===== config.mk =====
export PLATFORM = sky130hd
export DESIGN_NAME = minmax_normalize_to_byte_top
export DESIGN_NICKNAME = d
export VERILOG_FILES = /design/src/design/mmnb_pkg.sv /design/src/design/mmnb_ctrl.sv /design/src/design/mmnb_dp.sv /design/src/design/minmax_normalize_to_byte_top.sv
export VERILOG_INCLUDE_DIRS = /design/src /design/src/design
export SDC_FILE = /design/constraint.sdc
export NUM_CORES = 1
export LEC_CHECK = 0
export BUFFER_PORTS_ARGS = -buffer_cell sky130_fd_sc_hd__clkbuf_2
export CORE_ASPECT_RATIO = 0.8
export CORE_MARGIN = 3
export CORE_UTILIZATION = 45
export DETAILED_ROUTE_END_ITERATION = 10
export SLEW_MARGIN = 10
export SYNTH_ARGS = -nofsm -noshare
export SYNTH_HDL_FRONTEND = slang
export SYNTH_SLANG_ARGS = --single-unit
export TNS_END_PERCENT = 20

===== constraint.sdc =====
create_clock -name clk -period 5.25 [get_ports clk]
set_input_delay 0.7875 -clock clk [delete_from_list [all_inputs] [get_ports clk]]
set_output_delay 0.7875 -clock clk [all_outputs]
set_load 0.01 [all_outputs]

===== src/design/minmax_normalize_to_byte_top_defines.svh =====
`ifndef MINMAX_NORMALIZE_TO_BYTE_TOP_DEFINES_SVH
`define MINMAX_NORMALIZE_TO_BYTE_TOP_DEFINES_SVH

// same-cycle implication, sampled on clk, off during rst
`define MMNB_ASSERT_NOW(lbl, ante, cons, msg) \
  lbl: assert property (@(posedge clk) disable iff (rst) (ante) |-> (cons)) else $error(msg);

// next-cycle implication, sampled on clk, off during rst
`define MMNB_ASSERT_NEXT(lbl, ante, cons, msg) \
  lbl: assert property (@(posedge clk) disable iff (rst) (ante) |=> (cons)) else $error(msg);

`endif


===== src/design/mmnb_pkg.sv =====
package mmnb_pkg;

  typedef struct packed {
    logic               mode;
    logic signed [15:0] sample;
  } in_item_t;

  typedef struct packed {
    logic [7:0] pixel;
    logic       flat_range;
  } out_item_t;

  localparam logic MODE_GATHER  = 1'b0;
  localparam logic MODE_CONVERT = 1'b1;

  // quotient bits 8..0, bit 8 set means saturate
  localparam int DIV_STEPS = 9;
  localparam int CNT_W     = $clog2(DIV_STEPS);

  localparam logic [7:0] PIXEL_MAX = 8'd255;

  typedef enum logic [3:0] {
    S_IDLE = 4'b0001,
    S_PREP = 4'b0010,
    S_DIV  = 4'b0100,
    S_EMIT = 4'b1000
  } state_t;

  typedef struct packed {
    logic gather;
    logic load;
    logic prep;
    logic step;
    logic emit;
  } dp_cmd_t;

endpackage


===== src/design/mmnb_ctrl.sv =====
module mmnb_ctrl
  import mmnb_pkg::*;
(
  input  logic    clk,
  input  logic    rst,
  input  logic    in_valid,
  input  logic    in_mode,
  output logic    in_ready,
  output logic    out_valid,
  input  logic    out_ready,
  output dp_cmd_t cmd
);

  localparam logic [CNT_W-1:0] CNT_LAST = CNT_W'(DIV_STEPS - 1);

  state_t           state, state_next;
  logic [CNT_W-1:0] cnt, cnt_next;
  logic             out_valid_next;
  logic             accept;

  assign in_ready = (state == S_IDLE);
  assign accept   = in_valid && in_ready;

  always_comb begin
    state_next     = state;
    cnt_next       = cnt;
    out_valid_next = out_valid && !out_ready;
    cmd            = '0;
    case (state)
      S_IDLE: begin
        if (accept) begin
          if (in_mode == MODE_CONVERT) begin
            cmd.load   = 1'b1;
            state_next = S_PREP;
          end else begin
            cmd.gather = 1'b1;
          end
        end
      end
      S_PREP: begin
        cmd.prep   = 1'b1;
        cnt_next   = '0;
        state_next = S_DIV;
      end
      S_DIV: begin
        cmd.step = 1'b1;
        cnt_next = cnt + 1'b1;
        if (cnt == CNT_LAST) begin
          state_next = S_EMIT;
        end
      end
      S_EMIT: begin
        if (!out_valid || out_ready) begin
          cmd.emit       = 1'b1;
          out_valid_next = 1'b1;
          state_next     = S_IDLE;
        end
      end
      default: begin
        state_next = S_IDLE;
      end
    endcase
  end

  always_ff @(posedge clk) begin
    if (rst) begin
      state     <= S_IDLE;
      cnt       <= '0;
      out_valid <= 1'b0;
    end else begin
      state     <= state_next;
      cnt       <= cnt_next;
      out_valid <= out_valid_next;
    end
  end

endmodule


===== src/design/mmnb_dp.sv =====
module mmnb_dp
  import mmnb_pkg::*;
(
  input  logic      clk,
  input  logic      rst,
  input  dp_cmd_t   cmd,
  input  in_item_t  in_data,
  output out_item_t out_data
);

  logic signed [15:0] low_value, high_value;
  logic               gathering;
  logic signed [15:0] x_reg;
  logic [15:0]        range_q;
  logic               flat, neg;
  logic [25:0]        rem;
  logic [24:0]        dsh;
  logic [8:0]         quo;
  out_item_t          out_reg;

  logic signed [16:0] diff;
  logic [26:0]        num;
  logic               ge;

  // x - min scaled by 512, plus range
  assign diff    = {x_reg[15], x_reg} - {low_value[15], low_value};
  assign range_q = high_value - low_value;
  assign num     = {diff[16], diff, 9'd0} + {11'd0, range_q};

  assign ge = (rem >= {1'b0, dsh});

  always_ff @(posedge clk) begin
    if (rst) begin
      low_value  <= '0;
      high_value <= '0;
      gathering  <= 1'b0;
    end else if (cmd.gather) begin
      gathering <= 1'b1;
      if (!gathering) begin
        low_value  <= in_data.sample;
        high_value <= in_data.sample;
      end else begin
        if (in_data.sample < low_value)  low_value  <= in_data.sample;
        if (in_data.sample > high_value) high_value <= in_data.sample;
      end
    end else if (cmd.load) begin
      gathering <= 1'b0;
    end
  end

  always_ff @(posedge clk) begin
    if (cmd.load) begin
      x_reg <= in_data.sample;
    end
    if (cmd.prep) begin
      rem  <= num[25:0];
      neg  <= num[26];
      flat <= (range_q == 16'd0);
      dsh  <= {range_q, 9'd0};
      quo  <= '0;
    end else if (cmd.step) begin
      if (ge) begin
        rem <= rem - {1'b0, dsh};
      end
      dsh <= dsh >> 1;
      quo <= {quo[7:0], ge};
    end
    if (cmd.emit) begin
      out_reg.flat_range <= flat;
      if (flat || neg) begin
        out_reg.pixel <= 8'd0;
      end else if (quo[8]) begin
        out_reg.pixel <= PIXEL_MAX;
      end else begin
        out_reg.pixel <= quo[7:0];
      end
    end
  end

  assign out_data = out_reg;

endmodule


===== src/design/minmax_normalize_to_byte_top.sv =====
// channel | direction | handshake            | payload
// in      | input     | in_valid / in_ready  | in_data  (mode, sample)
// out     | output    | out_valid / out_ready| out_data (pixel, flat_range)
//
// Gather item: taken while in_ready stays high.
// Convert item: in_ready drops through prep, 9 restoring divide steps and
// the output write, which can stall; no new item is taken meanwhile.
// Reset (rst, synchronous) clears min/max to 0 and ends any gather run.
// A finished pixel waits in the output register; gathers are still taken,
// and the next convert holds in its write cycle until out_ready.
`include "minmax_normalize_to_byte_top_defines.svh"

module minmax_normalize_to_byte_top
  import mmnb_pkg::*;
(
  input  logic      clk,
  input  logic      rst,
  input  logic      in_valid,
  output logic      in_ready,
  input  in_item_t  in_data,
  output logic      out_valid,
  input  logic      out_ready,
  output out_item_t out_data
);

  dp_cmd_t cmd;

  mmnb_ctrl u_ctrl (
    .clk       (clk),
    .rst       (rst),
    .in_valid  (in_valid),
    .in_mode   (in_data.mode),
    .in_ready  (in_ready),
    .out_valid (out_valid),
    .out_ready (out_ready),
    .cmd       (cmd)
  );

  mmnb_dp u_dp (
    .clk      (clk),
    .rst      (rst),
    .cmd      (cmd),
    .in_data  (in_data),
    .out_data (out_data)
  );

  `MMNB_ASSERT_NOW(a_no_overwrite, cmd.emit, (!out_valid || out_ready), "pending item overwritten")
  `MMNB_ASSERT_NEXT(a_busy_after_load, cmd.load, !in_ready, "convert accepted while busy")
  `MMNB_ASSERT_NOW(a_flat_zero, (out_valid && out_data.flat_range), (out_data.pixel == 8'd0), "flat range with nonzero pixel")

endmodule


==> run metrics, run 1 <==
Clk pin slew, worst setup/hold paths=0.06 ns; Compound-Gate Fraction of Synth Area=18.8%; gr ovfl total=0; drt pass-1 iters=5; Max Cap Violations=0; Num Clock Sinks=129; first-pass GRT wire length=35.2 mm; Max Buffers Root-to-Sink=2; I/O pins=32; initial antenna violation count=0; Net Sw Frac=43.3%; largest register by flop count=u_dp.rem; largest net degree at the start of global routing=44; Synth-to-Final Area Change=11.7%; Worst EP arrival=4.85 ns; largest family of logic cells by synthesized area=compound AO/OA/AOI/OAI gates; overall power=0.00602 W; die footprint=21400 sq um; Crit Path Category=reg -> reg; Core ar.=19100 sq um; crit-path cells=inv_1 > ha_1 > and3_1 > a211oi_1 > and2_1 > o21ai_0 > a21o_1 > a21oi_1 > xnor2_1 > ha_1 > nand3_1 > or3_1 > o211ai_1 > a21oi_1 > o311ai_2 > nand3_1 > xnor2_1 > mux2_2; worst IR drop on VDD=0.325 mV; DP Area=9280 sq um; Crit path largest cell delay=0.57 ns; die width=163 um; HPWL Detailed=16.1 mm; Iteration-0 DRC Markers=614; CP max stage cell=o311ai_2; number of flip-flops in the largest register=26; Post-synth EDFFs=69; kind of start point of the critical path=flip-flop; Setup Skew=0.0123 ns; number of buffers added on ports=31; RSZ-0062 raised after global routing=no; Final period util=89.1%; xor-xnor portion of the synthesized cell area=5.90%; Yosys reg bits=129; Final ANT Viol Nets=0; Inserted Clock Buffers=17; Worst Tran Pin Value=1.06 ns; Rows=45; Post-Synthesis Cells=950; Initial Utilization=46.3%; synthesized area=8860 sq um; Flop pwr share=23.3%; Final Cell Area=9890 sq um; DR vias/cell=5.54; Final Wtd Congestion=0.885; clk_lat worst skew=0.43 ns; Comb power frac=55.9%; CP endpoint kind=flip-flop; htree depth=4; number of gates resized after cts=0; achievable frequency=214 MHz; Post-CTS Setup Repair Bufs=0; final setup fails=0; CTS tree=yes; via count=6925; Synth warnings=0; PD cells=609 nW/um^2; clock power share=20.8%; ys async rst share=0%; vias in the first global route=6639; layout cells sized above 1=9.98%; Int Pwr=0.00342 W; Post-Synth Adder-Cell Area=14.1%; Leakage=4.08 nW; register area share after synthesis=36.9%; nets@finish=1097; status=complete, no violations; Die Span Y=132 um; syn nets=1068; mux cell area share after synthesis=4.42%; mean routed wirelength per cell=17.2 um; Synth Area in Simple Gates=15.5%; ANT cells=0; most used flip-flop cell after synthesis=edfxtp_1; syn avg cell area=9.33 sq um; Total GRT Usage=20.5%; hold_buf cts=0; type of the worst min-delay path=reg -> reg; CP max FO=7; worst rel slew slack=29.3%; total negative slack=0 ns; DRC=0; Psw=0.00261 W; clk root buf=clkbuf_16; WP data required=5.42 ns; final hold vios=0; Max Slew Vio Count=0; top flop regs=u_dp.rem x26, u_dp.dsh x25; synth unique cells=74; final wirelength=21.5 mm; post-layout min period=4.68 ns
[critical path: cells and delay by family, from the launching register on]
kind	cells	cell delay, ns
xor gates and xnor gates	2	0.29
adders and majority gates	2	0.77
buffers and inverters	1	0.08
muxes	1	0.26
DFF	1	0.33
AOI/OAI and AO/OA	7	1.68
and+or+nand+nor	5	1.01
[through the flow]
step	instances	util, %	worst slack [ns]	hold WS [ns]
4_1_cts	1250	51.7	0.635	0.456
3_5_place_dp	1218	48.5	0.677	0.442
6_report	1250	51.7	0.571	0.447
5_1_grt	1250	51.7	0.145	0.480
2_1_floorplan	950	-	1.09	0.425
3_3_place_gp	1218	48.5	0.744	0.435
[power groups by stage]
| stage | Sequential (W) | Clock [W] | Combinational [W] |
|---|---|---|---|
| 2_1_floorplan | 0.00139 | 0 | 0.00262 |
| 3_3_place_gp | 0.00142 | 0 | 0.00330 |
| 3_5_place_dp | 0.00142 | 0 | 0.00331 |
| 4_1_cts | 0.00140 | 0.00128 | 0.00334 |
| 5_1_grt | 0.00142 | 0.00132 | 0.00374 |
| 6_report | 0.00140 | 0.00125 | 0.00337 |
[worst paths after layout]
check,from,to,slack [ns],cells after the start
worst max-delay path,u_dp.low_value[4]$_SDFFE_PP0P_,u_dp.rem[22]$_DFFE_PP_,0.57,18
worst min-delay path,u_dp.dsh[8]$_SDFFE_PP0N_,u_dp.dsh[7]$_SDFFE_PP0N_,0.45,2
worst max register to register,u_dp.low_value[4]$_SDFFE_PP0P_,u_dp.rem[22]$_DFFE_PP_,0.57,18
worst min register to register,u_dp.dsh[8]$_SDFFE_PP0N_,u_dp.dsh[7]$_SDFFE_PP0N_,0.45,2
[kinds of logic after synthesis]
family                     count (synthesis)
and+or+nand+nor                          285
AOI/OAI and AO/OA                        240
DFF                                      129
buffers and inverters                    101
adders and majority gates                 98
xor gates and xnor gates                  58
muxes                                     39
[cell usage after synthesis, drive strengths merged (6+ instances only)]
cell	number	area share, %
and3	9	0.64
a211o	6	0.59
and2	6	0.44
buf	6	0.38
nand2b	14	0.99
dfxtp	60	14
inv	75	3.2
o211ai	6	0.51
o21bai	9	0.76
a211oi	7	0.59
a31oi	14	1.1
clkbuf	20	0.85
xor2	15	1.5
ha	94	13
nand4	14	0.99
o21a	19	1.6
nor3	20	1.2
a22o	15	1.5
edfxtp	69	23
a21o	24	2.1
or2	7	0.49
o21ai	47	2.8
a21oi	55	3.1
nand3	19	1.1
xnor2	43	4.4
nand2	74	3.1
nor2b	10	0.79
mux2i	38	4.3
nor2	92	4.0
[layout by cell type, fill, tap and decap left out, types with 4 or more instances in the layout]
cell	Yosys	final
xor2_1	15	15
mux2i_1	38	38
nor2_1	91	91
nand4_1	14	14
and3_1	9	9
a31oi_1	13	13
inv_1	75	75
o211ai_1	6	6
o21ai_0	46	46
buf_4	0	5
a21oi_1	55	54
xnor2_1	41	41
nand2b_1	14	14
clkbuf_2	0	31
a211o_1	6	6
a22o_1	14	14
a211oi_1	7	7
edfxtp_1	69	69
nor3_1	19	19
a21o_1	22	22
inv_6	0	6
nor2b_1	9	9
dfxtp_1	60	60
ha_1	94	94
nand3_1	19	19
o2111ai_1	4	4
and2_1	5	5
clkbuf_16	0	18
o21a_1	19	19
o21bai_1	9	9
or2_2	7	7
or4_1	5	5
o31ai_1	4	4
nand2_1	74	74
[routing by layer]
layer / up-vias / routed length [um] / track usage [%]
li1: 3502 / - / -
met3: 11 / 1280 / 4.88
met4: 0 / 142 / 3.99
met5: - / 0 / 0
met2: 177 / 9040 / 29.9
met1: 3235 / 11000 / 31.0
[final cells by class]
cell class | count | area (sq um)
clock inverter | 13 | 163
clock buffer | 19 | 454
fill | 1802 | 9250
timing repair buffer | 36 | 193
tap | 258 | 323
sequential | 129 | 3270
multi-input combinational | 720 | 5210
inverter | 75 | 282
Power figures use the tool's default switching activity.
==> run 2, diff against run 1 <==
==> constraint.sdc (replaced) <==
create_clock -name clk -period 5.25 [get_ports clk]
set_input_delay 0.7875 -clock clk [delete_from_list [all_inputs] [get_ports clk]]
set_output_delay 0.7875 -clock clk [all_outputs]
set_load 0.1 [all_outputs]
==> run 2 against run 1 <==
Net effect: die area stayed put; sequential share of layout area is essentially flat; worst setup slack got worse by 0.060 ns; clock power about the same; global-route usage grew 0.32 points; wire length rose by 1.6%; worst hold slack hardly changed; count of clock-buffer cells in the layout is 1 lower; critical endpoint unchanged; highest routed layer unchanged.
==> run metrics, run 2 (synthesis results as in run 1) <==
status=complete, no violations (unchanged); Iteration-0 DRC Markers=503 (was 614); number of gates resized after cts=0 (unchanged); die width=163 um (unchanged); Buf+Inv Stages, Crit Path=1 (unchanged); CP endpoint kind=flip-flop (unchanged); worst rel slew slack=28.8% (was 29.3%); top flop regs=u_dp.rem x26, u_dp.dsh x25 (unchanged); post-layout min period=4.74 ns (was 4.68 ns); Num Clock Sinks=129 (unchanged); Post-CTS Setup Repair Bufs=0 (unchanged); mean routed wirelength per cell=17.5 um (was 17.2 um); Synth-to-Final Area Change=11.6% (was 11.7%); Initial Utilization=46.3% (unchanged); Final Wtd Congestion=0.852 (was 0.885); kind of start point of the critical path=flip-flop (unchanged); commonest cells after routing, fill and taps aside=94 x ha_1, 91 x nor2_1, 75 x inv_1 (unchanged); Max Slew Vio Count=0 (unchanged); worst IR drop on VDD=0.353 mV (was 0.325 mV); grt met2 use=30.3% (was 29.9%); Worst Tran Pin Value=1.07 ns (was 1.06 ns); met1 Usage GRT=31.3% (was 31.0%); Final Cell Area=9890 sq um (about the same); first-pass GRT wire length=35.7 mm (was 35.2 mm); WP data required=5.42 ns (about the same); Die Span Y=132 um (unchanged); FF+latch area=3270 sq um (unchanged); Max Cap Violations=0 (unchanged); RSZ-0062 raised after global routing=no (unchanged); number of buffers added on ports=31 (unchanged); Rows=45 (unchanged); crit-path cells=inv_1 > ha_1 > and3_1 > a211oi_1 > and2_1 > o21ai_0 > a21o_1 > a21oi_1 > xnor2_1 > ha_1 > nand3_1 > or3_1 > o211ai_1 > a21oi_1 > o311ai_2 > nand3_1 > xnor2_1 > mux2_2 (unchanged); final hold vios=0 (unchanged); met3 usage=4.29% (was 4.88%); Setup Skew=0.0121 ns (was 0.0123 ns); Max Buffers Root-to-Sink=2 (unchanged); Final WS setup=0.511 ns (was 0.571 ns); CP max stage cell=o311ai_2 (unchanged); htree depth=4 (unchanged); clk_lat worst skew=0.43 ns (about the same); total negative slack=0 ns (unchanged); overall power=0.00611 W (was 0.00602 W); DP Area=9280 sq um (about the same); ANT cells=0 (unchanged); I/O pins=32 (unchanged); Final period util=90.3% (was 89.1%); number of flip-flops in the largest register=26 (unchanged); final wirelength=21.8 mm (was 21.5 mm); Final ANT Viol Nets=0 (unchanged); post-layout util=51.7% (about the same); GR peak layer=met1 (unchanged); CP max FO=7 (unchanged); type of the worst min-delay path=reg -> reg (unchanged); Worst EP arrival=4.91 ns (was 4.85 ns); multi-input logic area=5210 sq um (about the same); vias in the first global route=6746 (was 6639); hold_buf cts=0 (unchanged); Total GRT Usage=20.9% (was 20.5%); initial antenna violation count=0 (unchanged); Clk pin slew, worst setup/hold paths=0.06 ns (about the same); gr ovfl total=0 (unchanged); drt pass-1 iters=5 (unchanged); Inserted Clock Buffers=17 (unchanged); HPWL Detailed=16.3 mm (was 16.1 mm); clk root buf=clkbuf_16 (unchanged); DRC=0 (unchanged); die footprint=21400 sq um (unchanged); achievable frequency=211 MHz (was 214 MHz); Crit path largest cell delay=0.53 ns (was 0.57 ns); Core ar.=19100 sq um (unchanged); delay-heaviest family, CP=compound AO/OA/AOI/OAI gates (unchanged); layout cells sized above 1=10.2% (was 9.98%); final setup fails=0 (unchanged); DR vias/cell=5.58 (was 5.54); pre-CTS WS=0.666 ns (was 0.677 ns); PD cells=617 nW/um^2 (was 609 nW/um^2); largest net degree at the start of global routing=44 (unchanged); nets@finish=1097 (unchanged); fillcell total=1801 (was 1802); most common cell after layout, fill and taps aside=ha_1 (unchanged); largest register by flop count=u_dp.rem (unchanged); Leakage=4.08 nW (about the same); via count=6977 (was 6925); CTS tree=yes (unchanged); Crit Path Category=reg -> reg (unchanged)
run 2: path summary, 6_finish.rpt:
path | start | endpoint | slack [ns] | depth (start not counted)
worst max-delay path | u_dp.low_value[4]$_SDFFE_PP0P_ | u_dp.rem[22]$_DFFE_PP_ | 0.51 | 18
worst min-delay path | u_dp.dsh[8]$_SDFFE_PP0N_ | u_dp.dsh[7]$_SDFFE_PP0N_ | 0.45 | 2
worst max register to register | u_dp.low_value[4]$_SDFFE_PP0P_ | u_dp.rem[22]$_DFFE_PP_ | 0.51 | 18
worst min register to register | u_dp.dsh[8]$_SDFFE_PP0N_ | u_dp.dsh[7]$_SDFFE_PP0N_ | 0.45 | 2
run 2: per-layer routing:
metal / up-vias / share of wire, %
met5: - / 0
met4: 0 / 1.1
met3: 20 / 6.3
met2: 170 / 41
met1: 3272 / 51
li1: 3515 / -
run 2: tightest hold or removal path, cell delays in order (launching register included):
cell and delay [ns]:
dfxtp_1 0.32, nand2_1 0.05, o21ai_0 0.05
run 2: through the flow:
stage	cells	hold slack, ns
floorplan	950	0.425
global placement	1218	0.435
detailed placement	1218	0.438
CTS	1250	0.451
global route	1250	0.471
finish	1250	0.447
run 2: where the power goes:
part | internal, W | switching (W) | leakage, nW
Clock | 0.000705 | 0.000524 | 0.298
Sequential | 0.00130 | 0.000103 | 1.11
Combinational | 0.00137 | 0.00210 | 2.67
Total | 0.00338 | 0.00273 | 4.08
run 2: area by class of cell:
type	count	area share, %
Clock buffer	18	4.55
Tap cell	258	3.26
Sequential cell	129	33.1
Timing Repair Buffer	36	1.95
Multi-Input combinational cell	720	52.7
Clock inverter	14	1.59
Inverter	75	2.85
